## config.mk

```make
export PLATFORM = sky130hd
export DESIGN_NAME = swhb_back
export DESIGN_NICKNAME = d
export VERILOG_FILES = /design/src/sv/swhb_pkg.sv /design/src/sv/swhb_back.sv
export SDC_FILE = /design/constraint.sdc
export NUM_CORES = 1
export LEC_CHECK = 0
export ABC_CLOCK_PERIOD_IN_PS = 2300
export BUFFER_PORTS_ARGS = -buffer_cell sky130_fd_sc_hd__buf_2
export CAP_MARGIN = 15
export CORE_UTILIZATION = 30
export CTS_BUF_LIST = sky130_fd_sc_hd__clkbuf_4 sky130_fd_sc_hd__clkbuf_8 sky130_fd_sc_hd__clkbuf_16
export DETAILED_ROUTE_END_ITERATION = 8
export GPL_ROUTABILITY_DRIVEN = 0
export GPL_TIMING_DRIVEN = 1
export MAX_ROUTING_LAYER = met4
export PLACE_DENSITY_LB_ADDON = 0.05
export SYNTH_ARGS = -nofsm -noshare
export SYNTH_HDL_FRONTEND = slang
export SYNTH_SLANG_ARGS = --single-unit
```

## constraint.sdc

```tcl
create_clock -name clock -period 2.3 [get_ports clock]
set_clock_uncertainty 0.05 [all_clocks]
set_input_delay 0.115 -clock clock [delete_from_list [all_inputs] [get_ports clock]]
set_output_delay 0.115 -clock clock [all_outputs]
set_load 0.02 [all_outputs]
```

## src/sv/swhb_pkg.sv

```systemverilog
package swhb_pkg;

   localparam int DATA_W = 8;
   localparam int LEN_W = 7;
   localparam int OFF_W = 15;
   localparam int FILL_W = 15;

   localparam int DEF_WINDOW_DEPTH = 32768;
   localparam int DEF_MAX_COPY = 64;

   localparam int CMD_QUEUE_DEPTH = 2;
   localparam int OQ_DEPTH = 4;
   localparam int OQ_CNT_W = $clog2(OQ_DEPTH + 1);

   typedef enum logic [1:0] {
      FN_PUSH  = 2'd0,
      FN_POP   = 2'd1,
      FN_COPY  = 2'd2,
      FN_CLEAR = 2'd3
   } func_type;

   typedef enum logic [1:0] {
      ST_OK        = 2'd0,
      ST_POP_EMPTY = 2'd1,
      ST_COPY_BAD  = 2'd2
   } status_type;

   typedef enum logic [1:0] {
      CMD_NONE  = 2'd0,
      CMD_WRITE = 2'd1,
      CMD_READ  = 2'd2
   } cmd_kind_type;

   typedef enum logic {
      BK_IDLE = 1'b0,
      BK_COPY = 1'b1
   } back_state_type;

   typedef struct packed {
      func_type            func;
      logic [DATA_W-1:0]   data_in;
      logic [LEN_W-1:0]    copy_length;
      logic [OFF_W-1:0]    copy_offset;
   } req_type;

   typedef struct packed {
      logic [DATA_W-1:0]   data_out;
      logic                last;
      status_type          status;
      logic [FILL_W-1:0]   fill_count;
      logic                is_empty;
   } rsp_type;

   typedef struct packed {
      cmd_kind_type        kind;
      logic [DATA_W-1:0]   data;
      logic [LEN_W-1:0]    count;
      status_type          status;
      logic [FILL_W-1:0]   fill;
      logic                empty;
   } cmd_type;

endpackage

```

## src/sv/swhb_back.sv

```systemverilog
module swhb_back #(
   parameter int WINDOW_DEPTH = swhb_pkg::DEF_WINDOW_DEPTH
) (
   input  logic                            clock,
   input  logic                            reset,
   input  logic                            cq_empty,
   output logic                            cq_pop,
   input  logic [$clog2(WINDOW_DEPTH)-1:0] cq_addr,
   input  swhb_pkg::cmd_type               cq_cmd,
   output logic                            ram_wr_en,
   output logic [$clog2(WINDOW_DEPTH)-1:0] ram_wr_addr,
   output logic [swhb_pkg::DATA_W-1:0]     ram_wr_data,
   output logic                            ram_rd_en,
   output logic [$clog2(WINDOW_DEPTH)-1:0] ram_rd_addr,
   input  logic [swhb_pkg::DATA_W-1:0]     ram_rd_data,
   input  logic [swhb_pkg::OQ_CNT_W-1:0]   oq_count,
   output logic                            oq_push,
   output swhb_pkg::rsp_type               oq_data
);

   localparam int PTR_W = $clog2(WINDOW_DEPTH);
   localparam int SW = swhb_pkg::OQ_CNT_W + 1;
   localparam logic [PTR_W-1:0] LAST_IDX = PTR_W'(WINDOW_DEPTH - 1);

   swhb_pkg::back_state_type    state_ff, state_in;
   logic [PTR_W-1:0]            addr_ff, addr_in;
   logic [swhb_pkg::LEN_W-1:0]  remain_ff, remain_in;
   swhb_pkg::cmd_type           meta_ff, meta_in;
   logic                        s2_valid_ff, s2_valid_in;
   logic                        s2_read_ff, s2_read_in;
   swhb_pkg::rsp_type           s2_rsp_ff, s2_rsp_in;
   logic                        space;
   logic                        multi;

   function automatic logic [PTR_W-1:0] wrap_next(input logic [PTR_W-1:0] p);
      wrap_next = (p == LAST_IDX) ? '0 : p + PTR_W'(1);
   endfunction

   always_comb begin
      space = (SW'(oq_count) + SW'(s2_valid_ff)) < SW'(swhb_pkg::OQ_DEPTH);
      multi = (cq_cmd.kind == swhb_pkg::CMD_READ) && (cq_cmd.count > swhb_pkg::LEN_W'(1));
   end

   always_comb begin
      state_in = state_ff;
      case (state_ff)
         swhb_pkg::BK_IDLE: begin
            if (space && !cq_empty && multi) begin
               state_in = swhb_pkg::BK_COPY;
            end
         end
         swhb_pkg::BK_COPY: begin
            if (space && remain_ff == swhb_pkg::LEN_W'(1)) begin
               state_in = swhb_pkg::BK_IDLE;
            end
         end
         default: begin
            state_in = swhb_pkg::BK_IDLE;
         end
      endcase
   end

   always_comb begin
      cq_pop = 1'b0;
      ram_wr_en = 1'b0;
      ram_wr_addr = cq_addr;
      ram_wr_data = cq_cmd.data;
      ram_rd_en = 1'b0;
      ram_rd_addr = addr_ff;
      addr_in = addr_ff;
      remain_in = remain_ff;
      meta_in = meta_ff;
      s2_valid_in = 1'b0;
      s2_read_in = 1'b0;
      s2_rsp_in.data_out = '0;
      s2_rsp_in.last = 1'b1;
      s2_rsp_in.status = cq_cmd.status;
      s2_rsp_in.fill_count = cq_cmd.fill;
      s2_rsp_in.is_empty = cq_cmd.empty;
      case (state_ff)
         swhb_pkg::BK_IDLE: begin
            if (space && !cq_empty) begin
               cq_pop = 1'b1;
               s2_valid_in = 1'b1;
               s2_rsp_in.last = !multi;
               case (cq_cmd.kind)
                  swhb_pkg::CMD_WRITE: begin
                     ram_wr_en = 1'b1;
                  end
                  swhb_pkg::CMD_READ: begin
                     ram_rd_en = 1'b1;
                     ram_rd_addr = cq_addr;
                     s2_read_in = 1'b1;
                     addr_in = wrap_next(cq_addr);
                     remain_in = cq_cmd.count - swhb_pkg::LEN_W'(1);
                     meta_in = cq_cmd;
                  end
                  default: begin
                     s2_read_in = 1'b0;
                  end
               endcase
            end
         end
         swhb_pkg::BK_COPY: begin
            s2_rsp_in.status = meta_ff.status;
            s2_rsp_in.fill_count = meta_ff.fill;
            s2_rsp_in.is_empty = meta_ff.empty;
            if (space) begin
               ram_rd_en = 1'b1;
               s2_valid_in = 1'b1;
               s2_read_in = 1'b1;
               s2_rsp_in.last = (remain_ff == swhb_pkg::LEN_W'(1));
               addr_in = wrap_next(addr_ff);
               remain_in = remain_ff - swhb_pkg::LEN_W'(1);
            end
         end
         default: begin
            s2_valid_in = 1'b0;
         end
      endcase
   end

   always_ff @(posedge clock) begin
      if (reset) begin
         state_ff <= swhb_pkg::BK_IDLE;
         s2_valid_ff <= 1'b0;
      end else begin
         state_ff <= state_in;
         s2_valid_ff <= s2_valid_in;
      end
   end

   always_ff @(posedge clock) begin
      addr_ff <= addr_in;
      remain_ff <= remain_in;
      meta_ff <= meta_in;
      s2_read_ff <= s2_read_in;
      s2_rsp_ff <= s2_rsp_in;
   end

   always_comb begin
      oq_push = s2_valid_ff;
      oq_data = s2_rsp_ff;
      oq_data.data_out = s2_read_ff ? ram_rd_data : '0;
   end

endmodule

```

==> results.md <==
* Status: finished with violations
* Failing checks: DRC
* Num Clock Sinks at 62
* Port Buffer Count at 116
* Netlist Area Pre-Place at 3320 sq um
* Hold Vio Cnt, Final at 0
* Share of the clock period used by the worst path at 95.3%
* GRT overflow at 0
* Initial antenna violation count at 0
* DRC at 3
* Die Height at 107 um
* Layout fillers at 1,054
* FF+latch area at 1640 sq um
* Setup ws final at 0.108 ns
* DP HPWL at 5780 um
* Bufs on Longest Clock Path at 2
* Combinational share of power at 14.8%
* Reg2reg end: addr_ff[1]$_DFFE_PP_
* Critical Path RT at 2.13 ns
* Part of the power in registers at 47.0%
* Internal at 1.99 mW
* Pwr Density at 609 nW/um^2
* IO Pins at 133
* Fmax at 0.456 GHz
* Clock transition at path regs at 0.08 ns
* Max Fanout on Critical Path at 21
* Sw frac at 25.4%
* Setup TNS at 0 ns
* CTS tree: built
* Setup CP Type: flop to output port
* MaxCap Viol Count at 0
* Bufs and invs on worst path at 2
* Critical Path End Type: output port
* Multi-input logic area at 1430 sq um
* Avg Vias per Cell at 4.52
* Number of synthesized flops with an enable pin at 40
* Worst slew pin tran at 0.523 ns
* Critical path cell sequence: a31o_2 > nor4_4 > buf_6 > mux2_2 > buf_2
* Worst rel slew slack at 64.8%
* Placement-stage cell area at 3980 sq um
* Synthesized netlist cell count at 289
* Worst path depth at 5
* Non-Filler Instances at 562
* Pin count of the biggest net entering global routing at 32
* Cell row count at 38
* CTS H-tree depth at 3
* Worst Setup Start Kind: flop
* Antenna Nets Post-Route at 0
* Syn_nets at 359
* Layout net count at 487
* Final setup vio count at 0
* Share of the yosys chip area belonging to registers at 49.5%
* N_diodes at 0
* CORE AREA at 10,800 sq um
* Reg-to-reg startpoint: addr_ff[1]$_DFFE_PP_
* Hold Crit Class: input port to flop
* First-pass GRT wire length at 12,400 um
* Maximum VDD drop at 0.000210 V
* DR WL/cell at 14.0 um
* FF-to-FF setup slack at 0.18 ns
* Post-synth ARST share at 0%
* Max incr delay on CP at 0.36 ns
* CP arrival at 2.03 ns
* Fraction of layout instances using a drive strength above 1 at 43.4%
* Mapped Avg Cell Area at 11.5 sq um
* Synth cell types at 38
* Total track usage at 14.6%
* Via count at 2,543
* DR pass1 iterations at 6
* CP endpoint: ram_rd_addr[12]
* RSZ-0062 raised after global routing: true
* DRT Wirelength at 7880 um
* YS warnings at 0
* Origin of the worst setup path: oq_push$_SDFF_PP0_
* Worst Reg-to-Reg Cells at 6
* Number of global-route vias before repair at 2,421
* Die area at 11,500 sq um
* Area Overhead vs Synth at 32.3%
* Effective utilization at floorplan at 30.7%
* Lkg Pwr at 1.76 nW
* Die span in x at 107 um
* Psw at 0.679 mW
* Initial DRC Count at 81
* PnR Total Power at 2.67 mW
* Post-Layout Inst Area at 4390 sq um
* Placed Cells at 527
* Crit path max-delay family: buffers and inverters
* Clk_lat worst skew at 0.34 ns
* Predominant post-synthesis flop cell: edfxtp_1
* Total CTS buffers at 9
* Minimum clock period after layout at 2.19 ns
* CP max-delay cell: mux2_2
* #FFs+latches synth at 62
* Pre-CTS setup slack at 0.159 ns
* CTS root buffer: clkbuf_8
* Final Max Tran Viols at 0
* Clock network fraction of total power at 38.2%
-- logic make-up after synthesis --
logic type,after synthesis,share of synthesized area (%)
adder cells (fa/ha/maj),6,2.26
flip-flops,62,49.5
AO/OA/AOI/OAI,26,4.83
buffers and inverters,41,7.62
multiplexers,39,12.9
XOR/XNOR,36,9.51
AND/OR/NAND/NOR,79,13.4
-- state kept, by name, summed over array words and instances, names as in the netlist --
name / flops
s2_read_ff: 1
remain_ff: 7
oq_data: 19
state_ff: 1
oq_push: 1
addr_ff: 15
meta_ff: 18
-- worst min-delay path by stage --
stage | from | endpoint | slack [ns] | cells after the start
after floorplan | reset | state_ff$_SDFF_PP0_ | 0.13 | 1
after global placement | cq_cmd[31] | ram_wr_data[6] | 0.18 | 0
after detailed placement | cq_cmd[31] | ram_wr_data[6] | 0.18 | 0
after CTS | cq_empty | oq_push$_SDFF_PP0_ | 0.06 | 3
after global routing | cq_empty | oq_push$_SDFF_PP0_ | 0.09 | 3
final | oq_count[2] | oq_push$_SDFF_PP0_ | 0.09 | 3
-- routing by layer --
metal / track usage (%) / share of wire (%) / wire length (um)
met4: 6.26 / 1.7 / 132
met2: 22.1 / 46 / 3620
met3: 3.34 / 5.3 / 415
met1: 18.6 / 47 / 3710
met5: - / 0 / 0
-- cell usage in the layout (no fill, tap or decap), types with 5 or more instances in the layout --
| master | Yosys | routed |
|---|---|---|
| dfxtp_1 | 22 | 21 |
| xor2_1 | 17 | 17 |
| ha_1 | 6 | 6 |
| and2_1 | 9 | 9 |
| mux2_2 | 30 | 30 |
| nor3_1 | 9 | 9 |
| mux2i_1 | 9 | 9 |
| buf_2 | 4 | 116 |
| xnor2_1 | 19 | 19 |
| nor4_1 | 5 | 5 |
| dlygate4sd3_1 | 0 | 19 |
| nor2_1 | 6 | 6 |
| o21ai_0 | 8 | 8 |
| nand2_1 | 17 | 17 |
| edfxtp_1 | 40 | 40 |
| buf_4 | 23 | 10 |
| inv_1 | 10 | 10 |
| clkbuf_8 | 0 | 11 |
| o22ai_1 | 11 | 11 |
| nand4_1 | 7 | 7 |
| nand3_1 | 11 | 11 |
-- metrics by stage --
stage | hold slack (ns) | utilization, %
2_1_floorplan | 0.134 | -
3_3_place_gp | 0.180 | 36.9
3_5_place_dp | 0.180 | 36.9
4_1_cts | 0.0629 | 40.6
5_1_grt | 0.0872 | 40.6
6_report | 0.0870 | 40.6
-- what timing repair did --
action,4_1_cts,5_1_grt
resized for setup,0,2
setup buffers,0,0
setup endpoints to repair,0,5
hold endpoints to repair,38,0
hold buffers,19,0
-- power groups by stage --
stage               Clock [mW]  Sequential (mW)  Combinational, mW
floorplan                    0             1.31              0.216
global placement             0             1.28              0.372
detailed placement           0             1.28              0.373
CTS                       1.06             1.26              0.400
global route              1.09             1.26              0.434
finish                    1.02             1.26              0.395
-- synth_stat cells, drive strengths merged (2+ instances only) --
cell type / number / share of area [%]
nand4: 8 / 1.7
inv: 10 / 1.1
a21o: 3 / 0.68
nand3: 11 / 1.7
mux2: 30 / 10
xnor2: 19 / 5.0
and4: 2 / 0.57
xor2: 17 / 4.5
edfxtp: 40 / 36
nand2: 17 / 1.9
o21ai: 9 / 1.5
mux2i: 9 / 2.7
o22ai: 11 / 2.1
or4: 3 / 0.79
nor3: 9 / 1.4
and3: 2 / 0.38
nand3b: 2 / 0.45
ha: 6 / 2.3
nor4: 6 / 1.3
buf: 31 / 6.5
dfxtp: 22 / 13
and2: 9 / 1.7
nor2: 6 / 0.68
-- final cells by class --
class	count	area share (%)
clock buffers	12	3.62
clock inverters	4	1.17
inverters	10	0.856
multi-input cells	186	32.6
flip-flops and latches	62	37.5
well taps	140	3.99
repair buffers	148	20.3
-- worst min-delay path: stages --
cell and delay, ns:
buf_2 0.09, a31o_2 0.17, nor3_1 0.07
Note: power is estimated with default switching activity, not from simulation.
