<file path="src/sv/swhb_queue.sv">
module swhb_queue #(
   parameter int WIDTH = 8,
   parameter int DEPTH = 2
) (
   input  logic                       clock,
   input  logic                       reset,
   input  logic                       push,
   input  logic [WIDTH-1:0]           wr_data,
   input  logic                       pop,
   output logic [WIDTH-1:0]           rd_data,
   output logic                       full,
   output logic                       empty,
   output logic [$clog2(DEPTH+1)-1:0] count
);

   localparam int IDX_W = (DEPTH > 1) ? $clog2(DEPTH) : 1;
   localparam int CNT_W = $clog2(DEPTH + 1);
   localparam logic [IDX_W-1:0] LAST_IDX = IDX_W'(DEPTH - 1);

   logic [WIDTH-1:0] mem_ff [DEPTH];
   logic [IDX_W-1:0] wr_ptr_ff, wr_ptr_in;
   logic [IDX_W-1:0] rd_ptr_ff, rd_ptr_in;
   logic [CNT_W-1:0] count_ff, count_in;
   logic             do_push, do_pop;

   always_comb begin
      full = (count_ff == CNT_W'(DEPTH));
      empty = (count_ff == '0);
      do_push = push && !full;
      do_pop = pop && !empty;
      wr_ptr_in = wr_ptr_ff;
      rd_ptr_in = rd_ptr_ff;
      count_in = count_ff;
      if (do_push) begin
         wr_ptr_in = (wr_ptr_ff == LAST_IDX) ? '0 : wr_ptr_ff + IDX_W'(1);
      end
      if (do_pop) begin
         rd_ptr_in = (rd_ptr_ff == LAST_IDX) ? '0 : rd_ptr_ff + IDX_W'(1);
      end
      if (do_push && !do_pop) begin
         count_in = count_ff + CNT_W'(1);
      end else if (do_pop && !do_push) begin
         count_in = count_ff - CNT_W'(1);
      end
   end

   always_ff @(posedge clock) begin
      if (reset) begin
         wr_ptr_ff <= '0;
         rd_ptr_ff <= '0;
         count_ff <= '0;
      end else begin
         wr_ptr_ff <= wr_ptr_in;
         rd_ptr_ff <= rd_ptr_in;
         count_ff <= count_in;
      end
   end

   always_ff @(posedge clock) begin
      if (do_push) begin
         mem_ff[wr_ptr_ff] <= wr_data;
      end
   end

   assign rd_data = mem_ff[rd_ptr_ff];
   assign count = count_ff;

endmodule

</file>
<file path="config.mk">
export PLATFORM = sky130hd
export DESIGN_NAME = swhb_queue
export DESIGN_NICKNAME = d
export VERILOG_FILES = /design/src/sv/swhb_queue.sv
export SDC_FILE = /design/constraint.sdc
export NUM_CORES = 1
export LEC_CHECK = 0
export ABC_AREA = 1
export BUFFER_PORTS_ARGS = -buffer_cell sky130_fd_sc_hd__buf_2
export CAP_MARGIN = 5
export CORE_UTILIZATION = 44
export CTS_CLUSTER_DIAMETER = 120
export CTS_CLUSTER_SIZE = 28
export DETAILED_ROUTE_END_ITERATION = 8
export GPL_TIMING_DRIVEN = 0
export PLACE_DENSITY = 0.72
export RECOVER_POWER = 25
export SLEW_MARGIN = 20
export SYNTH_ARGS = -nofsm -noshare
export SYNTH_HDL_FRONTEND = slang
export SYNTH_SLANG_ARGS = --single-unit
</file>
<file path="constraint.sdc">
create_clock -name clock -period 1.25 [get_ports clock]
set_input_delay 0.3125 -clock clock [delete_from_list [all_inputs] [get_ports clock]]
set_output_delay 0.3125 -clock clock [all_outputs]
set_load 0.01 [all_outputs]
</file>
==> results of run 1 <==
[logic make-up (layout without fill, tap and decap cells)]
| family | count (synthesis) | count (layout) | synth area share (%) |
|---|---|---|---|
| buffers and inverters | 10 | 40 | 4.683 |
| and+or+nand+nor | 16 | 16 | 8.307 |
| AOI/OAI and AO/OA | 6 | 6 | 4.531 |
| adders and majority gates | 1 | 1 | 1.510 |
| muxes | 8 | 8 | 10.88 |
| DFF | 21 | 21 | 70.09 |
[metrics by stage]
stage / instance area [µm²] / utilization [%]
floorplan: 860.8 / -
global placement: 1007 / 57.71
detailed placement: 1007 / 57.71
CTS: 1146 / 65.66
global route: 1179 / 67.53
finish: 1179 / 67.53
[registers in the layout (all words and copies together), names as in the netlist, named ones only]
name	cells
count	2
rd_ptr_ff	1
wr_ptr_ff	1
mem_ff	16
[critical path: stages, from the launching register on]
cell	delay [ns]
dfxtp_2	0.34
buf_8	0.14
mux2_4	0.31
buf_6	0.12
[cell usage after synthesis]
cell	instances	share of area, %
inv_1	7	3.2
nand3_1	1	0.60
o21ai_0	2	1.2
inv_2	2	0.91
edfxtp_1	16	58
mux2_2	8	11
and2_4	1	1.1
nor2_1	9	4.1
o21ai_2	2	2.1
a21oi_1	1	0.60
dfxtp_1	5	12
buf_2	1	0.60
nand2_1	4	1.8
ha_1	1	1.5
o21ai_1	1	0.60
nand4_1	1	0.76
[where the power goes]
part / internal [mW] / switching (mW)
Sequential: 0.911 / 0.0986
Combinational: 0.533 / 0.467
Clock: 0.124 / 0.181
Total: 1.57 / 0.747
[timing repair]
item                       CTS  global route
setup endpoints to repair   20            28
resized for setup           24             4
gates cloned                 0             0
pin swaps                    6             5
setup buffers                1             2
[final cells by class]
| type | instances | area, µm² | share of cell area (%) |
|---|---|---|---|
| tap | 25 | 31.28 | 2.654 |
| clock buffer | 4 | 26.28 | 2.229 |
| buffer | 1 | 15.01 | 1.274 |
| sequential | 21 | 589.3 | 50.00 |
| timing repair buffer | 26 | 185.2 | 15.71 |
| multi-input combinational | 31 | 292.8 | 24.84 |
| inverter | 9 | 38.79 | 3.291 |
[metal layers]
layer	vias to the layer above	GRT usage (%)	routed length (µm)
li1	276	-	-
met3	3	5.556	56
met1	268	15.08	508
met4	0	5.455	16
met2	14	26.00	722
met5	-	0	0
[path summary, 6_finish.rpt]
path,end,startpoint,slack [ns],cells past startpoint
worst max-delay path,rd_data[1],flop,-0.27,3
worst min-delay path,mem_ff[0][4],wr_data[4],0.20,1
worst max register to register,count[1],count[1],-0.09,9
worst min register to register,wr_ptr_ff,wr_ptr_ff,0.54,2
==> qor.yml, run 1 <==
worst_setup_path:
  crit_required_ns: 0.94
  cp-start-kind: "flop"
  arrival_ns: 1.21
  end_kind: "output pin"
  crit_type: "reg2out"
  worstPathMaxFanout: 8
global_route:
  antenna_found_initial: 0
  overflow: 0
  grt_pass1_vias: 502
  grt_usage_pct: 14.49
  grt_start_max_net_pins: 12
  grt_pass1_wl_um: 2001
synthesis:
  seq_area_frac_synth_pct: 70.09
  yosysWarningCount: 0
  synth_nets: 75
  syn_area_um2: 828.3
  syn_area_per_cell_um2: 13.36
  yosys.cell_types.count: 16
  synth_seq_cells: 21
  synth_cells: 62
sta:
  maxSlewViolCount: 0
  hold_violations: 0
  final.period_utilization_pct: 121.9
  fin_worst_skew_ns: 0.001334
  setup_viol: 10
  fin_crit_ns: 1.523
  setup-tns-final_ns: -2.314
  timing.final.ws_setup_ns: -0.2732
  slew_headroom_pct: 82.75
  max_freq_ghz: 0.6565
  rsz0062_at_grt: "true"
  hold_slack_ns: 0.2008
  worst-slew-pin-transition_ns: 0.2581
die:
  ios: 24
  die_w_um: 45.39
  core_um2: 1745
  die_h_um: 45.39
  start_util_pct: 47.46
  num_rows: 15
  die-area_um2: 2060
clocking:
  numCtsBuffers: 3
  cts_tree: "done"
  clock_tree.buffer_depth: 2
  clkSinkCount: 21
  holdBufCountCts: 0
  clock_latency_ns: 0.29
  cts_root_buffer: "clkbuf_4"
  h-tree-depth: 1
  clk_pin_slew_ns: 0.10
routing:
  drc: 0
  vias_per_cell: 4.795
  antenna_left: 0
  drtPass1Iterations: 3
  vias: 561
  wire_per_inst_um: 11.15
  wirelength_um: 1304
  drt_iter0_drc: 7
status:
  status: "finished, violations left"
  violations: "setup timing"
final_layout:
  n_antenna_cell: 0
  fin_cells: 117
  syn_to_final_growth_pct: 42.30
  num-fill-cells: 132
  final_common_cell: "edfxtp_1"
  final_nets: 106
  layout-drive-gt1-share_pct: 58.70
  layout_common_cells: "16 x edfxtp_1, 15 x buf_2, 8 x mux2_4, 8 x buf_6, 6 x nor2_1"
placed_design:
  place_inst: 110
  dp_hpwl_um: 892.4
  port_buffers: 23
  gp_congestion: 0.6825
  dp_slack_ns: -0.05417
power:
  power_density_nw_per_um2: 1965
  total_power_mw: 2.316
  ir_worst_vdd_mv: 1.370
  p_leak_nw: 0.4912
job:
  maxCapViolations: 0
worst_hold_path:
  worstHoldPathType: "in2reg"
No activity file was read; power rests on OpenSTA's default activity.
==> inputs of run 2 (changes only) <==
Settings changed: ABC_AREA 1 to unset, CORE_UTILIZATION 44 to 43, PLACE_DENSITY 0.72 to 0.71.
==> run 2 against run 1 <==
  * The flow still finishes with violations (setup timing)
  * Clock power is 2% higher
  * Flip-flop and latch count unchanged
  * Final area up 4.4%
  * Clock skew grew 0.0094 ns
  * Global-route usage down 0.084 points
  * Wire length up 2.5%
  * Via count fell by 8.9%
  * Maximum frequency shrank 0.38%
  * Die area decreased by 1.9%
  * Synthesized cell count fell by 19%
  * Combinational power is 28% higher
  * Critical endpoint is now rd_data[6]
==> qor.yml, run 2 <==
routing:
  vias: 511
  vias_per_cell: 4.645
  wl_met3_um: 79
  wire_per_inst_um: 12.15
  antenna_left: 0
  drt_iter0_drc: 3
  drtPass1Iterations: 2
  wl_met1_um: 484
  route.met2.wl_um: 763
  wirelength_um: 1336
  drc: 0
  top_layer: "met4"
power:
  power_density_nw_per_um2: 2096
  p_leak_nw: 0.5039
  ir_worst_vdd_mv: 1.244
sta:
  max_freq_ghz: 0.6540
  maxSlewViolCount: 0
  final.period_utilization_pct: 122.3
  timing.final.ws_setup_ns: -0.2790
  fin_crit_ns: 1.529
  rsz0062_at_grt: "true"
  setup_viol: 22
  worst-slew-pin-transition_ns: 0.2266
  slew_headroom_pct: 84.73
  setup-tns-final_ns: -3.433
  hold_violations: 0
  fin_worst_skew_ns: 0.01074
status:
  violations: "setup timing"
  status: "finished, violations left"
placed_design:
  port_buffers: 23
  gp_congestion: 0.6575
  place_inst: 98
  dp_slack_ns: -0.2029
  placed_area_um2: 949.7
synthesis:
  synth_top_area_share_pct: 60.57
  synth_nets: 63
  syn_area_per_cell_um2: 15.87
  synth-edff-count: 16
  synth_area_leaders: "edfxtp_1 61%, dfxtp_1 13%, mux2_2 11%"
  synth_seq_cells: 21
  synth_top_family_by_area: "multiplexers"
  synth_common_cells: "16 x edfxtp_1, 8 x mux2_2, 5 x dfxtp_1, 5 x nor2_1"
  synth_cells: 50
  synth-xor-area-share_pct: 3.312
  synth_simple_gate_area_share_pct: 5.836
  synth_mux_area_share_pct: 11.36
  synth_compound_area_share_pct: 3.155
  syn_area_um2: 793.3
  yosysWarningCount: 0
  synth_fa_ha_area_share_pct: 1.577
  seq_area_frac_synth_pct: 73.19
  synth_most_common_cell: "edfxtp_1"
  yosys.cell_types.count: 13
  synth_largest_area_cell: "edfxtp_1"
  synthFlopType: "edfxtp_1"
  async_flop_share_pct: 0
global_route:
  overflow: 0
  grt_pass1_wl_um: 1966
  grt_start_max_net_pins: 13
  antenna_found_initial: 0
  grt_usage_pct: 14.41
  grt_pass1_vias: 464
clocking:
  cts_root_buffer: "clkbuf_4"
  clk_pin_slew_ns: 0.12
  h-tree-depth: 1
  clock_latency_ns: 0.30
  holdBufCountCts: 0
  numCtsBuffers: 3
  clkSinkCount: 21
  cts_tree: "done"
  clock_tree.buffer_depth: 2
worst_setup_path:
  slowest_stage: "dfxtp_2"
  slowest_delay_ns: 0.35
  crit_type: "reg2out"
  worstReg2RegStart: "count[1]"
  path_cells: "buf_8 -> mux2_4 -> buf_6"
  crit_required_ns: 0.94
  cp-start-kind: "flop"
  worstPathMaxFanout: 8
  end_kind: "output pin"
  arrival_ns: 1.22
  cp_top_family: "flip-flops"
  crit_buf_inv: 2
final_layout:
  post-route-cell-area_um2: 1230
  layout_common_cells: "17 x buf_6, 16 x edfxtp_1, 12 x buf_2"
  post-route-util_pct: 71.23
  largest_register_ffs: 16
  regMostFlops: "mem_ff"
  num-fill-cells: 131
  regArea_um2: 589.3
  final_common_cell: "buf_6"
  layout-drive-gt1-share_pct: 67.06
  final_nets: 99
  n_antenna_cell: 0
  fin_cells: 110
  multiInputGateArea_um2: 285.3
  syn_to_final_growth_pct: 55.05
die:
  die_w_um: 44.95
  start_util_pct: 45.94
  ios: 24
  num_rows: 15
  die_h_um: 44.95
  die-area_um2: 2021
  core_um2: 1727
job:
  maxCapViolations: 0
worst_hold_path:
  worstHoldPathType: "in2reg"
  hold_path_startpoint: "wr_data[2]"
==> run 2: logic make-up (layout without fill, tap and decap cells) <==
| group | count (synthesis) | in the layout |
|---|---|---|
| AOI/OAI and AO/OA | 5 | 5 |
| xor gates and xnor gates | 3 | 3 |
| adders and majority gates | 1 | 1 |
| buffers and inverters | 3 | 38 |
| DFF | 21 | 21 |
| muxes | 8 | 8 |
| and+or+nand+nor | 9 | 9 |
==> run 2: final cells by class <==
class,instances,area share [%]
clock inverter,1,0.4069
inverter,2,1.221
sequential,21,47.91
clock buffer,3,1.831
multi-input combinational,26,23.19
tap,25,2.543
buffer,1,1.221
timing repair buffer,31,21.67
==> run 2: worst paths after layout <==
| kind | end | slack, ns | depth (start not counted) |
|---|---|---|---|
| max | rd_data[6] | -0.28 | 3 |
| min | mem_ff[1][2] | 0.19 | 1 |
| max reg2reg | count[1] | -0.20 | 6 |
| min reg2reg | wr_ptr_ff | 0.51 | 2 |
==> run 2: stage by stage <==
stage / hold slack, ns / total power [mW]
6_report: 0.1931 / 2.578
5_1_grt: 0.1679 / 2.730
4_1_cts: 0.1884 / 2.279
3_5_place_dp: 0.4886 / 1.630
3_3_place_gp: 0.4669 / 1.612
2_1_floorplan: 0.3719 / 1.415
==> run 2: report_power, final <==
part	internal [mW]	switching [mW]
sequential	0.910	0.0773
combinational	0.785	0.493
clock	0.119	0.193
==> run 2: routing by layer <==
layer  track usage [%]  vias to the layer above
met5                 0                        -
met4             9.091                        0
met3             5.600                        2
met2             24.35                       17
met1             14.81                      240
li1                  -                      252
==> run 2: worst register-to-register path, cell delays in order, from the launching register on <==
cell     delay [ns]
dfxtp_4        0.37
nor2b_4        0.20
nor2_4         0.07
ha_4           0.15
xor2_1         0.15
or3_4          0.34
a21oi_2        0.11
==> run 2: what timing repair did <==
item	4_1_cts	5_1_grt
setup buffers	3	6
pin swaps	1	2
resized for setup	29	16
endpoints found under the setup margin	26	29
==> inputs of run 3 (changes only) <==
Settings changed: CORE_MARGIN set to 5, GPL_TIMING_DRIVEN 0 to unset, PLACE_DENSITY 0.71 to 0.7.
==> run 3 against run 2 <==
  * The flow still finishes with violations (setup timing)
  * Sequential share of layout area grew 1.3 points
  * Clock power shrank 3%
  * Maximum frequency grew 1.4%
  * Critical endpoint is now rd_data[2]
  * Largest power group unchanged
  * Highest routed layer unchanged
  * Flip-flop and latch count is the same
==> qor.yml, run 3 (same netlist as run 2, synthesis figures left out) <==
status:
  status: "finished, violations left"
  violations: "setup timing"
routing:
  top_layer: "met4"
  antenna_left: 0
  route.met2.wl_um: 666
  wirelength_um: 1356
  wire_per_inst_um: 12.33
  wl_met1_um: 559
  vias_per_cell: 4.673
  drtPass1Iterations: 3
  drc: 0
  drt_iter0_drc: 3
  wl_met3_um: 81
  vias: 514
global_route:
  grt_usage_pct: 10.65
  grt_start_max_net_pins: 12
  overflow: 0
  grt_pass1_wl_um: 2035
  antenna_found_initial: 0
  grt_pass1_vias: 493
worst_setup_path:
  arrival_ns: 1.20
  worstPathMaxFanout: 4
  crit_required_ns: 0.94
  cp_top_family: "flip-flops"
  path_cells: "buf_6 -> mux2_4 -> buf_6"
  cp-start-kind: "flop"
  path_common_cell: "buf_6"
  slowest_delay_ns: 0.36
  crit_buf_inv: 2
  end_kind: "output pin"
  crit_type: "reg2out"
  slowest_stage: "dfxtp_2"
sta:
  maxSlewViolCount: 0
  fin_worst_skew_ns: 0.005093
  fin_crit_ns: 1.508
  slew_headroom_pct: 87.58
  setup_viol: 12
  max_freq_ghz: 0.6633
  final.period_utilization_pct: 120.6
  hold_violations: 0
  rsz0062_at_grt: "true"
  timing.final.ws_setup_ns: -0.2576
  worst-slew-pin-transition_ns: 0.1862
  hold_slack_ns: 0.1980
final_layout:
  fin_cells: 110
  largest_register_ffs: 16
  layout_common_cells: "16 x edfxtp_1, 15 x buf_6, 13 x buf_2"
  final_common_cell: "edfxtp_1"
  layout-drive-gt1-share_pct: 62.35
  final_nets: 99
  n_antenna_cell: 0
  syn_to_final_growth_pct: 50.95
  regMostFlops: "mem_ff"
die:
  die_w_um: 52.95
  start_util_pct: 45.45
  ios: 24
  die-area_um2: 2804
  num_rows: 15
  die_h_um: 52.95
  core_um2: 1745
placed_design:
  port_buffers: 23
  gp_congestion: 0.7086
  dp_hpwl_um: 968.3
  place_inst: 105
clocking:
  cts_root_buffer: "clkbuf_4"
  h-tree-depth: 1
  clk_pin_slew_ns: 0.10
  cts_tree: "done"
  clock_latency_ns: 0.29
  clock_tree.buffer_depth: 2
  numCtsBuffers: 3
  holdBufCountCts: 0
  clkSinkCount: 21
job:
  maxCapViolations: 0
power:
  p_leak_nw: 0.4923
  ir_worst_vdd_mv: 1.277
  power_density_nw_per_um2: 2032
worst_hold_path:
  worstHoldPathType: "in2reg"
## run 3: final timing paths
kind	start	end	slack, ns	cells past startpoint
worst min register to register	wr_ptr_ff	wr_ptr_ff	0.49	2
worst max register to register	count[1]	count[1]	-0.15	6
worst min-delay path	wr_data[3]	mem_ff[0][3]	0.20	1
worst max-delay path	flop	rd_data[2]	-0.26	3
## run 3: cell type report
type                       instances  area, µm²
timing repair buffer              32      264.0
clock buffer                       4      26.28
multi-input combinational         26      271.5
fill                             136      548.0
inverter                           2      15.01
tap                               25      31.28
sequential                        21      589.3
## run 3: worst reg2reg max path: cells and delay by family, from the launching register on
family	cells	cell delay [ns]
compound gates	1	0.11
xor+xnor	1	0.14
simple gates	3	0.55
fa+ha+maj	1	0.16
flops	1	0.37
## run 3: where the power goes
part	switching [mW]	internal, mW
Clock	0.179	0.124
Sequential	0.0699	0.910
Combinational	0.461	0.689
Total	0.710	1.72
## run 3: what timing repair did
item / in CTS / in global routing
pin swaps: 4 / 0
buffers inserted: 1 / 0
endpoints found under the setup margin: 21 / 21
gates resized for setup: 33 / 2
## run 3: per-stage QoR
stage / TNS, ns / setup WS (ns) / power [mW] / cell area [µm²] / utilization [%]
2_1_floorplan: -0.2268 / -0.1765 / 1.415 / 803.3 / -
3_3_place_gp: -0.5058 / -0.08567 / 1.738 / 1005 / 57.56
3_5_place_dp: -0.6024 / -0.1297 / 1.761 / 1005 / 57.56
4_1_cts: -2.502 / -0.2747 / 2.423 / 1184 / 67.81
5_1_grt: -2.993 / -0.3060 / 2.577 / 1197 / 68.60
6_report: -2.323 / -0.2576 / 2.433 / 1197 / 68.60
## run 3: layer usage
metal / global-route usage (%) / up-vias
met3: 2.817 / 4
met2: 17.36 / 16
met4: 7.660 / 0
met1: 11.87 / 240
li1: - / 254
met5: 0 / -
