==> src/sv/swhb_pkg.sv <==
package swhb_pkg;

   localparam int DATA_W = 8;
   localparam int LEN_W = 7;
   localparam int OFF_W = 15;
   localparam int FILL_W = 15;

   localparam int DEF_WINDOW_DEPTH = 32768;
   localparam int DEF_MAX_COPY = 64;

   localparam int CMD_QUEUE_DEPTH = 2;
   localparam int OQ_DEPTH = 4;
   localparam int OQ_CNT_W = $clog2(OQ_DEPTH + 1);

   typedef enum logic [1:0] {
      FN_PUSH  = 2'd0,
      FN_POP   = 2'd1,
      FN_COPY  = 2'd2,
      FN_CLEAR = 2'd3
   } func_type;

   typedef enum logic [1:0] {
      ST_OK        = 2'd0,
      ST_POP_EMPTY = 2'd1,
      ST_COPY_BAD  = 2'd2
   } status_type;

   typedef enum logic [1:0] {
      CMD_NONE  = 2'd0,
      CMD_WRITE = 2'd1,
      CMD_READ  = 2'd2
   } cmd_kind_type;

   typedef enum logic {
      BK_IDLE = 1'b0,
      BK_COPY = 1'b1
   } back_state_type;

   typedef struct packed {
      func_type            func;
      logic [DATA_W-1:0]   data_in;
      logic [LEN_W-1:0]    copy_length;
      logic [OFF_W-1:0]    copy_offset;
   } req_type;

   typedef struct packed {
      logic [DATA_W-1:0]   data_out;
      logic                last;
      status_type          status;
      logic [FILL_W-1:0]   fill_count;
      logic                is_empty;
   } rsp_type;

   typedef struct packed {
      cmd_kind_type        kind;
      logic [DATA_W-1:0]   data;
      logic [LEN_W-1:0]    count;
      status_type          status;
      logic [FILL_W-1:0]   fill;
      logic                empty;
   } cmd_type;

endpackage

==> src/sv/swhb_front.sv <==
module swhb_front #(
   parameter int WINDOW_DEPTH = swhb_pkg::DEF_WINDOW_DEPTH,
   parameter int MAX_COPY = swhb_pkg::DEF_MAX_COPY
) (
   input  logic                            clock,
   input  logic                            reset,
   input  logic                            req_push,
   output logic                            req_full,
   input  swhb_pkg::req_type               req_data,
   input  logic                            cq_full,
   output logic                            cq_push,
   output logic [$clog2(WINDOW_DEPTH)-1:0] cq_addr,
   output swhb_pkg::cmd_type               cq_cmd
);

   localparam int PTR_W = $clog2(WINDOW_DEPTH);
   localparam int CW = (PTR_W > swhb_pkg::FILL_W) ? PTR_W : swhb_pkg::FILL_W;
   localparam int XW = CW + 1;
   localparam logic [PTR_W-1:0] LAST_IDX = PTR_W'(WINDOW_DEPTH - 1);

   logic [PTR_W-1:0] head_ff, head_in;
   logic [PTR_W-1:0] tail_ff, tail_in;
   logic [PTR_W-1:0] fill_ff, fill_in;
   logic             accept;
   logic             copy_bad;
   logic [XW-1:0]    fill_x, off_x, len_x, tail_x, start_x;
   logic [CW-1:0]    fill_wide;

   function automatic logic [PTR_W-1:0] wrap_next(input logic [PTR_W-1:0] p);
      wrap_next = (p == LAST_IDX) ? '0 : p + PTR_W'(1);
   endfunction

   always_comb begin
      accept = req_push && !cq_full;
      fill_x = XW'(fill_ff);
      off_x = XW'(req_data.copy_offset);
      len_x = XW'(req_data.copy_length);
      tail_x = XW'(tail_ff);
      copy_bad = (req_data.copy_length == '0)
         || (req_data.copy_length > swhb_pkg::LEN_W'(MAX_COPY))
         || (len_x > off_x) || (off_x > fill_x);
      start_x = (tail_x >= off_x) ? tail_x - off_x : tail_x + XW'(WINDOW_DEPTH) - off_x;

      head_in = head_ff;
      tail_in = tail_ff;
      fill_in = fill_ff;
      cq_addr = tail_ff;
      cq_cmd.kind = swhb_pkg::CMD_NONE;
      cq_cmd.data = req_data.data_in;
      cq_cmd.count = req_data.copy_length;
      cq_cmd.status = swhb_pkg::ST_OK;

      case (req_data.func)
         swhb_pkg::FN_PUSH: begin
            cq_cmd.kind = swhb_pkg::CMD_WRITE;
            tail_in = wrap_next(tail_ff);
            if (fill_ff == LAST_IDX) begin
               head_in = wrap_next(head_ff);
            end else begin
               fill_in = fill_ff + PTR_W'(1);
            end
         end
         swhb_pkg::FN_POP: begin
            if (fill_ff == '0) begin
               cq_cmd.status = swhb_pkg::ST_POP_EMPTY;
            end else begin
               cq_cmd.kind = swhb_pkg::CMD_READ;
               cq_cmd.count = swhb_pkg::LEN_W'(1);
               cq_addr = head_ff;
               head_in = wrap_next(head_ff);
               fill_in = fill_ff - PTR_W'(1);
            end
         end
         swhb_pkg::FN_COPY: begin
            if (copy_bad) begin
               cq_cmd.status = swhb_pkg::ST_COPY_BAD;
            end else begin
               cq_cmd.kind = swhb_pkg::CMD_READ;
               cq_addr = start_x[PTR_W-1:0];
            end
         end
         swhb_pkg::FN_CLEAR: begin
            head_in = '0;
            tail_in = '0;
            fill_in = '0;
         end
         default: begin
            cq_cmd.kind = swhb_pkg::CMD_NONE;
         end
      endcase

      fill_wide = CW'(fill_in);
      cq_cmd.fill = fill_wide[swhb_pkg::FILL_W-1:0];
      cq_cmd.empty = (fill_in == '0);
   end

   always_ff @(posedge clock) begin
      if (reset) begin
         head_ff <= '0;
         tail_ff <= '0;
         fill_ff <= '0;
      end else if (accept) begin
         head_ff <= head_in;
         tail_ff <= tail_in;
         fill_ff <= fill_in;
      end
   end

   assign req_full = cq_full;
   assign cq_push = accept;

endmodule

==> config.mk <==
export PLATFORM = sky130hd
export DESIGN_NAME = swhb_front
export DESIGN_NICKNAME = d
export VERILOG_FILES = /design/src/sv/swhb_pkg.sv /design/src/sv/swhb_front.sv
export SDC_FILE = /design/constraint.sdc
export NUM_CORES = 1
export LEC_CHECK = 0
export BUFFER_PORTS_ARGS = -buffer_cell sky130_fd_sc_hd__buf_2
export CAP_MARGIN = 20
export CORE_UTILIZATION = 50
export CTS_CLUSTER_SIZE = 16
export DETAILED_ROUTE_END_ITERATION = 6
export PLACE_DENSITY_LB_ADDON = 0.1
export SETUP_SLACK_MARGIN = 0.4
export SKIP_LAST_GASP = 1
export SYNTH_ARGS = -nofsm -noshare
export SYNTH_HDL_FRONTEND = slang
export SYNTH_SLANG_ARGS = --single-unit
==> constraint.sdc <==
create_clock -name clock -period 3.7 [get_ports clock]
set_input_delay 0.74 -clock clock [delete_from_list [all_inputs] [get_ports clock]]
set_output_delay 0.74 -clock clock [all_outputs]
set_load 0.02 [all_outputs]
==> results.json, run 1 <==
{
  "status": "finished with violations",
  "violations": "design-rule violations, negative setup slack",
  "drtAntennaViolNets": 0,
  "min_path_cells": 2,
  "hold_viol": 0,
  "dp_hpwl_um": 12150,
  "netlist_area_mm2": 0.004608,
  "finalNetCount": 835,
  "areaGrowthSynthToFinish_pct": 47.79,
  "grt_pass1_vias": 5527,
  "postRouteWirelength_um": 18000,
  "grt_max_degree": 23,
  "cts_tree": "built",
  "clkTransAtPathRegs_ns": 0.12,
  "internal_power_mw": 1.010,
  "finalPower_mw": 1.641,
  "grt_pass1_wl_um": 27580,
  "cp-start-kind": "flop",
  "cp-end-kind": "primary output",
  "cellPowerDensity_mw_per_mm2": 241.0,
  "p_seq_share_pct": 31.6,
  "worstMarginPinSlew_ns": 0.7031,
  "dr.pass1.iters": 7,
  "dieWidth_um": 98,
  "ys_seq_area_share_pct": 19.55,
  "cts_root_buf": "clkbuf_8",
  "slew_viol_final": 0,
  "r2r_start": "fill_ff[4]$_SDFFE_PP0P_",
  "seqCellArea_um2": 950.9,
  "cts.path.max_buffers": 2,
  "ys_async_sr_fraction_pct": 0,
  "power.net_switching_mw": 0.6308,
  "port_buffers": 71,
  "maxSlewHeadroom_pct": 52.69,
  "synthFlopType": "dfxtp_1",
  "synthTopCellsByArea": "dfxtp_1 (20%), ha_1 (12%), nor2_1 (5.9%)",
  "synth.avg_cell_area_um2": 7.361,
  "drtIter0Drc": 489,
  "yosysWarnings": 0,
  "multiInputGateArea_mm2": 0.004105,
  "fin_crit_sh_pct": 101.2,
  "gp_congestion": 0.9643,
  "cts_sinks": 45,
  "crit_type": "reg2out",
  "setup_slack_ns": -0.04510,
  "p_leak_nw": 2.737,
  "antenna-diode-count": 0,
  "fmax_mhz": 267.0,
  "setup_viol": 1,
  "ys_types": 71,
  "synth_seq_cells": 45,
  "numCtsBuffers": 5,
  "combPwrFrac_pct": 42.4,
  "post-place-ws_ns": -0.01683,
  "hold_start": "fill_ff[7]$_SDFFE_PP0P_",
  "drive_gt1_share_pct": 41.70,
  "hold_path_class": "reg2reg",
  "fin_crit_ns": 3.745,
  "synth_edf_count": 0,
  "syn_nets": 709,
  "yosysTopAreaCell": "dfxtp_1",
  "die_area_mm2": 0.009604,
  "cap_violations": 0,
  "io_pins": 88,
  "hold_buffers": 0,
  "switching_share_pct": 38.44,
  "clock_power_share_pct": 26.1,
  "path_max_fanout": 3,
  "rsz0062_at_grt": "true",
  "num_rows": 34,
  "num_vias": 5608,
  "r2r_cells": 11,
  "layout_common_cells": "buf_4 (77), nor2_1 (64), nand2_1 (48)",
  "fin_skew_ns": 0.01737,
  "syn_inst": 626,
  "coreArea_mm2": 0.008806,
  "post-route-drc-count": 6,
  "htreeDepth": 2,
  "fin_hold_ws_ns": 0.5271,
  "wl_per_cell_um": 20.91,
  "dieHeight_um": 98,
  "final_common_cell": "buf_4",
  "synth_top_area_share_pct": 19.55,
  "avgViaCountPerCell": 6.513,
  "grt-ovfl-total": 0,
  "final.fill_count": 609,
  "start_util_pct": 52.33,
  "antenna_found_initial": 0,
  "arrival_ns": 3.01,
  "required_ns": 2.96,
  "ir_drop_uv": 160.8,
  "critPathLaunch": "fill_ff[1]$_SDFFE_PP0P_",
  "grt.total_usage_pct": 35.84,
  "clock_latency_ns": 0.32
}
metrics by stage:
stage                     cell area (um^2)  util (%)  std cells  TNS (ns)
after floorplan                       5010         -        626         0
after global placement                5605     63.65        817         0
after detailed placement              5605     63.65        817  -0.02449
after CTS                             6482     73.61        850         0
after global routing                  6810     77.34        861   -0.2330
final                                 6810     77.34        861  -0.04510
flip-flops by register name, summed over array words and instances (netlist names):
| name | cells |
|---|---|
| head_ff | 15 |
| tail_ff | 15 |
| fill_ff | 15 |
final timing paths:
| check | endpoint | slack [ns] |
|---|---|---|
| worst min-delay path | fill_ff[7]$_SDFFE_PP0P_ | 0.53 |
| worst max register to register | head_ff[11]$_SDFFE_PP0P_ | 0.98 |
| worst min register to register | fill_ff[7]$_SDFFE_PP0P_ | 0.53 |
| worst max-delay path | cq_cmd[0] | -0.05 |
timing repair:
action	4_1_cts	5_1_grt
gates resized for setup	143	57
pin swaps	60	51
endpoints found under the setup margin	22	22
cloned	2	0
buffers inserted	23	11
metal layers:
metal / global-route usage [%] / part of all wire [%]
met4: 19.70 / 5.4
met2: 61.86 / 48
met1: 42.95 / 38
met3: 4.796 / 8.9
met5: 0 / 0
worst max-delay path: stages, from the launching register on:
cell and delay, ns:
dfxtp_4 0.41, inv_4 0.05, ha_4 0.14, nor4b_4 0.13, nand4_1 0.15, buf_4 0.16
nand4_1 0.20, a221oi_1 0.38, o21ai_1 0.19, or3_4 0.41, nor4_4 0.28, buf_4 0.18
power by group through the flow:
stage	clock network, mW	logic [mW]	registers, mW
2_1_floorplan	0	0.374	0.518
3_3_place_gp	0	0.512	0.528
3_5_place_dp	0	0.522	0.529
4_1_cts	0.428	0.612	0.517
5_1_grt	0.446	0.731	0.519
6_report	0.428	0.695	0.518
layout make-up:
class | count | share of cell area (%)
Timing Repair Buffer | 154 | 18.08
Inverter | 65 | 3.950
Clock buffer | 5 | 1.010
Clock inverter | 3 | 0.7349
Tap cell | 108 | 1.984
Multi-Input combinational cell | 481 | 60.28
Sequential cell | 45 | 13.96
Yosys cell counts (4+ instances only):
library cell	number
dfxtp_1	45
xnor2_1	25
nor2b_1	4
a21oi_1	36
nor3_1	15
a21o_1	10
buf_4	12
nand2_1	50
nor4_1	8
nor2_1	72
mux2i_1	5
nand3_1	23
or3_1	8
nand4_1	22
inv_1	62
or2_2	5
o221ai_1	14
a31oi_1	5
and2_1	7
ha_1	46
nand2b_1	6
clkbuf_1	18
xor2_1	10
a211oi_1	16
o21ai_0	26
a221oi_1	6
cell families after synthesis:
| group | share of synthesized area, % |
|---|---|
| and+or+nand+nor | 28.05 |
| AOI/OAI and AO/OA | 22.21 |
| buffers and inverters | 9.530 |
| adders and majority gates | 12.92 |
| DFF | 19.55 |
| xor gates and xnor gates | 6.652 |
| muxes | 1.086 |
Power figures use the tool's default switching activity.
==> run 2, diff against run 1 <==
==> constraint.sdc (replaced) <==
create_clock -name clock -period 3.7 [get_ports clock]
set_input_delay 0.74 -clock clock [delete_from_list [all_inputs] [get_ports clock]]
set_output_delay 0.74 -clock clock [all_outputs]
set_load 0.005 [all_outputs]
==> run 2 against run 1 <==
The flow finishes with violations (design-rule violations). Sequential cell count is the same. Register-to-register slack lost 0.04 ns. Maximum frequency grew 3.7%. Clock skew shrank 0.014 ns. Sequential power is essentially flat. Global-route usage shrank 1.5 points. Largest cell class unchanged.
==> results.json, run 2 (synthesis results as in run 1) <==
{
  "fin_hold_ws_ns": 0.5244,
  "drive_gt1_share_pct": 38.92,
  "die_area_mm2": 0.009604,
  "hold_path_class": "reg2reg",
  "violations": "design-rule violations",
  "dieWidth_um": 98,
  "required_ns": 2.96,
  "num_vias": 5322,
  "slew_viol_final": 0,
  "numCtsBuffers": 5,
  "largest_registers": "fill_ff x15, head_ff x15, tail_ff x15",
  "htreeDepth": 2,
  "dieHeight_um": 98,
  "utilization_pct": 72.73,
  "grt_pass1_wl_um": 26370,
  "postRouteWirelength_um": 16900,
  "start_util_pct": 52.33,
  "path_cells": "inv_4, ha_4, nor4b_4, nand4_1, buf_4, nand4_1, a221o_1, o21ai_2, inv_2, or4_4, nor4_2, buf_2",
  "coreArea_mm2": 0.008806,
  "critPathSlowestCell": "or4_4",
  "hold_buffers": 0,
  "hold_start": "fill_ff[11]$_SDFFE_PP0P_",
  "combPwrFrac_pct": 41.1,
  "path_common_cell": "nand4_1",
  "wl_per_cell_um": 19.52,
  "status": "finished with violations",
  "grt.total_usage_pct": 34.37,
  "cts_tree": "built",
  "antenna_found_initial": 0,
  "cp-start-kind": "flop",
  "cts_sinks": 45,
  "cap_violations": 0,
  "worstMarginPinSlew_ns": 0.6102,
  "r2r_start": "fill_ff[0]$_SDFFE_PP0P_",
  "fin_crit_sh_pct": 97.59,
  "path_max_fanout": 3,
  "clock_latency_ns": 0.31,
  "final_common_cell": "buf_4",
  "power.net_switching_mw": 0.5468,
  "post-place-ws_ns": -0.02006,
  "fmax_mhz": 277.0,
  "areaGrowthSynthToFinish_pct": 38.99,
  "layout_common_cells": "buf_4 (71), nor2_1 (68), buf_2 (61)",
  "cts_root_buf": "clkbuf_8",
  "arrival_ns": 2.87,
  "finalNetCount": 840,
  "switching_share_pct": 36.99,
  "io_pins": 88,
  "drtIter0Drc": 330,
  "clkTransAtPathRegs_ns": 0.10,
  "clock_power_share_pct": 23.7,
  "fin_skew_ns": 0.003657,
  "crit_type": "reg2out",
  "avgViaCountPerCell": 6.145,
  "setup_slack_ns": 0.08931,
  "cellPowerDensity_mw_per_mm2": 230.8,
  "min_path_cells": 2,
  "cpPeakStageDelay_ns": 0.47,
  "p_seq_share_pct": 35.2,
  "hold_viol": 0,
  "drtAntennaViolNets": 0,
  "cp-end-kind": "primary output",
  "maxSlewHeadroom_pct": 58.95,
  "p_leak_nw": 2.687,
  "num_rows": 34,
  "rsz0062_at_grt": "true",
  "setup_viol": 0,
  "fin_crit_ns": 3.611,
  "critPathBufInv": 4,
  "ir_drop_uv": 168.1,
  "r2r_cells": 13,
  "port_buffers": 71,
  "grt_max_degree": 23,
  "cts.path.max_buffers": 2,
  "whs_endpoint": "fill_ff[11]$_SDFFE_PP0P_",
  "grt-ovfl-total": 0,
  "grt_pass1_vias": 5253,
  "internal_power_mw": 0.9316,
  "gp_congestion": 0.9983,
  "r2r-end": "head_ff[3]$_SDFFE_PP0P_",
  "dr.pass1.iters": 7,
  "dp_hpwl_um": 11870,
  "crit_family": "simple AND/OR/NAND/NOR gates",
  "post-route-drc-count": 2,
  "rrSetupSlack_ns": 0.94,
  "antenna-diode-count": 0
}
==> run 2: metrics by stage <==
| step | TNS [ns] | cell area, um^2 | std cells | total power, mW |
|---|---|---|---|---|
| after global placement | 0 | 5279 | 818 | 0.9657 |
| after CTS | 0 | 6116 | 858 | 1.424 |
| after floorplan | 0 | 4624 | 626 | 0.8012 |
| final | 0 | 6405 | 866 | 1.478 |
| after detailed placement | -0.02338 | 5279 | 818 | 0.9692 |
| after global routing | -0.02163 | 6405 | 866 | 1.548 |
==> run 2: worst max-delay path by stage <==
stage                     slack (ns)           to  cells past startpoint               startpoint
after floorplan                 0.40  cq_addr[11]                     11              req_data[1]
after global placement          0.05  cq_addr[11]                     12              req_data[1]
after detailed placement       -0.02  cq_addr[12]                     13              req_data[0]
after CTS                       0.12    cq_cmd[0]                     11  fill_ff[0]$_SDFFE_PP0P_
after global routing           -0.02    cq_cmd[0]                     12  fill_ff[0]$_SDFFE_PP0P_
final                           0.09    cq_cmd[0]                     12  fill_ff[0]$_SDFFE_PP0P_
==> run 2: layout make-up <==
class,instances,area (um^2)
inverters,65,271.5
well taps,108,135.1
clock inverters,3,28.78
flip-flops and latches,45,948.4
multi-input cells,481,3757
repair buffers,159,1195
fillers,698,2401
clock buffers,5,68.82
==> run 2: per-layer routing <==
metal / up-vias / wire length, um / GRT usage, %
met4: 0 / 726 / 19.46
met5: - / 0 / 0
li1: 2510 / - / -
met2: 260 / 8379 / 58.88
met1: 2494 / 6767 / 41.41
met3: 58 / 1027 / 4.438
==> run 2: timing repair <==
action | in CTS | in global routing
pin swaps | 45 | 42
endpoints found under the setup margin | 21 | 22
resized for setup | 125 | 56
gates cloned | 4 | 0
setup buffers | 28 | 8
==> run 2: worst reg2reg max path: stages, from the launching register on <==
cell and delay [ns]:
dfxtp_4 0.38, inv_4 0.07, ha_4 0.12, nor4b_4 0.24
nand4_1 0.18, buf_4 0.19, buf_4 0.15, or2_4 0.24
buf_4 0.14, buf_6 0.12, nand3_1 0.23, nor2_1 0.10
or2_2 0.40, nor2_1 0.14
==> run 2: power groups by stage <==
stage          Clock, mW  Combinational (mW)  Sequential, mW
2_1_floorplan          0               0.283           0.518
3_3_place_gp           0               0.436           0.529
3_5_place_dp           0               0.440           0.530
4_1_cts            0.358               0.543           0.522
5_1_grt            0.374               0.651           0.523
6_report           0.350               0.608           0.521
==> run 3, diff against run 2 <==
--- a/config.mk
+++ b/config.mk
@@ -7,7 +7,9 @@
 export LEC_CHECK = 0
 export BUFFER_PORTS_ARGS = -buffer_cell sky130_fd_sc_hd__buf_2
 export CAP_MARGIN = 20
-export CORE_UTILIZATION = 50
+export CELL_PAD_IN_SITES_DETAIL_PLACEMENT = 1
+export CELL_PAD_IN_SITES_GLOBAL_PLACEMENT = 1
+export CORE_UTILIZATION = 41
 export CTS_CLUSTER_SIZE = 16
 export DETAILED_ROUTE_END_ITERATION = 6
 export PLACE_DENSITY_LB_ADDON = 0.1
==> run 3 against run 2 <==
The run ends with negative setup slack left. Highest routed layer unchanged. Largest cell class unchanged. First-iteration DRC count decreased by 5.8%. Largest power group unchanged. Combinational power increased by 21%. Register-to-register slack about the same. Total power increased by 14%.
==> results.json, run 3 (synthesis results as in run 1) <==
{
  "die_area_mm2": 0.01167,
  "finalNetCount": 860,
  "grt-ovfl-total": 0,
  "areaGrowthSynthToFinish_pct": 47.43,
  "cts.path.max_buffers": 2,
  "fin_crit_sh_pct": 103.7,
  "setup_slack_ns": -0.1372,
  "final_common_cell": "buf_4",
  "drive_gt1_share_pct": 41.90,
  "cap_violations": 0,
  "start_util_pct": 42.32,
  "drtIter0Drc": 311,
  "wl_per_cell_um": 24.83,
  "cp-end-kind": "primary output",
  "multiInputGateArea_mm2": 0.003950,
  "port_buffers": 71,
  "numCtsBuffers": 5,
  "io_pins": 88,
  "grt.total_usage_pct": 35.17,
  "num_vias": 5782,
  "avgViaCountPerCell": 6.298,
  "fin_skew_ns": 0.01477,
  "largest_registers": "fill_ff x15, head_ff x15, tail_ff x15",
  "htreeDepth": 2,
  "cts_root_buf": "clkbuf_8",
  "setup_viol": 2,
  "required_ns": 2.96,
  "gp_congestion": 0.9406,
  "maxSlewHeadroom_pct": 46.31,
  "coreArea_mm2": 0.01089,
  "antenna-diode-count": 0,
  "fin_crit_ns": 3.837,
  "crit_type": "reg2out",
  "postRouteWirelength_um": 22790,
  "cts_sinks": 45,
  "cp-start-kind": "flop",
  "fmax_mhz": 260.6,
  "fin_tns_setup_ns": -0.2055,
  "antenna_found_initial": 0,
  "hold_viol": 0,
  "drtAntennaViolNets": 0,
  "num_rows": 38,
  "worstMarginPinSlew_ns": 0.7979,
  "cts_tree": "built",
  "final.fill_count": 1310,
  "utilization_pct": 62.40,
  "post-route-drc-count": 0,
  "ir_drop_uv": 216.7,
  "dp_hpwl_um": 14190,
  "arrival_ns": 3.10,
  "grt_max_degree": 23,
  "clkTransAtPathRegs_ns": 0.12,
  "hold_path_class": "reg2reg",
  "layout_common_cells": "buf_4 (92), nor2_1 (67), buf_2 (64)",
  "grt_pass1_vias": 6046,
  "p_leak_nw": 2.820,
  "fin_hold_ws_ns": 0.5423,
  "status": "finished with violations",
  "hold_buffers": 0,
  "violations": "negative setup slack",
  "post-place-ws_ns": -0.1215,
  "dieHeight_um": 108.0,
  "dr.pass1.iters": 4,
  "dieWidth_um": 108.0,
  "slew_viol_final": 0,
  "grt_pass1_wl_um": 31340,
  "path_max_fanout": 6,
  "seqCellArea_um2": 952.2,
  "cellPowerDensity_mw_per_mm2": 248.2,
  "clock_latency_ns": 0.34,
  "rsz0062_at_grt": "true"
}
run 3: where the power goes:
part	switching (mW)	leakage [nW]	total [mW]	internal, mW
combinational	0.394	2.39	0.734	0.340
clock	0.229	0.0591	0.436	0.207
sequential	0.0248	0.375	0.516	0.492
run 3: worst max-delay path, cell delays in order (launching register included):
cell and delay, ns:
dfxtp_4 0.38, buf_12 0.12, buf_4 0.16, nor2_2 0.39, nand4_1 0.19, a221o_1 0.33, o21ai_2 0.20, inv_2 0.06
or4_4 0.50, nor4_4 0.27, buf_2 0.15
run 3: layout make-up:
type                       count  area share (%)
inverter                      65           3.831
clock buffer                   5           1.013
multi-input combinational    481           58.14
sequential                    45           14.01
timing repair buffer         179           19.72
tap                          140           2.578
clock inverter                 3          0.6998
run 3: final timing paths:
check                            from                  endpoint  slack [ns]  depth (start not counted)
max           fill_ff[0]$_SDFFE_PP0P_                 cq_cmd[0]       -0.14                         10
min          head_ff[14]$_SDFFE_PP0P_  head_ff[14]$_SDFFE_PP0P_        0.54                          2
max reg2reg   fill_ff[1]$_SDFFE_PP0P_   head_ff[5]$_SDFFE_PP0P_        0.93                         12
min reg2reg  head_ff[14]$_SDFFE_PP0P_  head_ff[14]$_SDFFE_PP0P_        0.54                          2
run 3: repair_timing:
action,4_1_cts,5_1_grt
resized for setup,136,61
gates cloned,3,0
pin swaps,59,45
setup endpoints to repair,23,24
buffers inserted,31,13
run 3: routing by layer:
metal  wire (um)  GRT usage [%]
met4        1390          19.57
met2       11310          63.60
met5           0              0
met1        8646          39.40
met3        1450          4.943
run 3: metrics by stage:
step | cells | power (mW) | area [um^2]
4_1_cts | 905 | 1.561 | 6394
5_1_grt | 918 | 1.746 | 6794
6_report | 918 | 1.686 | 6794
2_1_floorplan | 626 | 0.8012 | 4624
3_5_place_dp | 863 | 1.002 | 5429
3_3_place_gp | 863 | 0.9879 | 5429
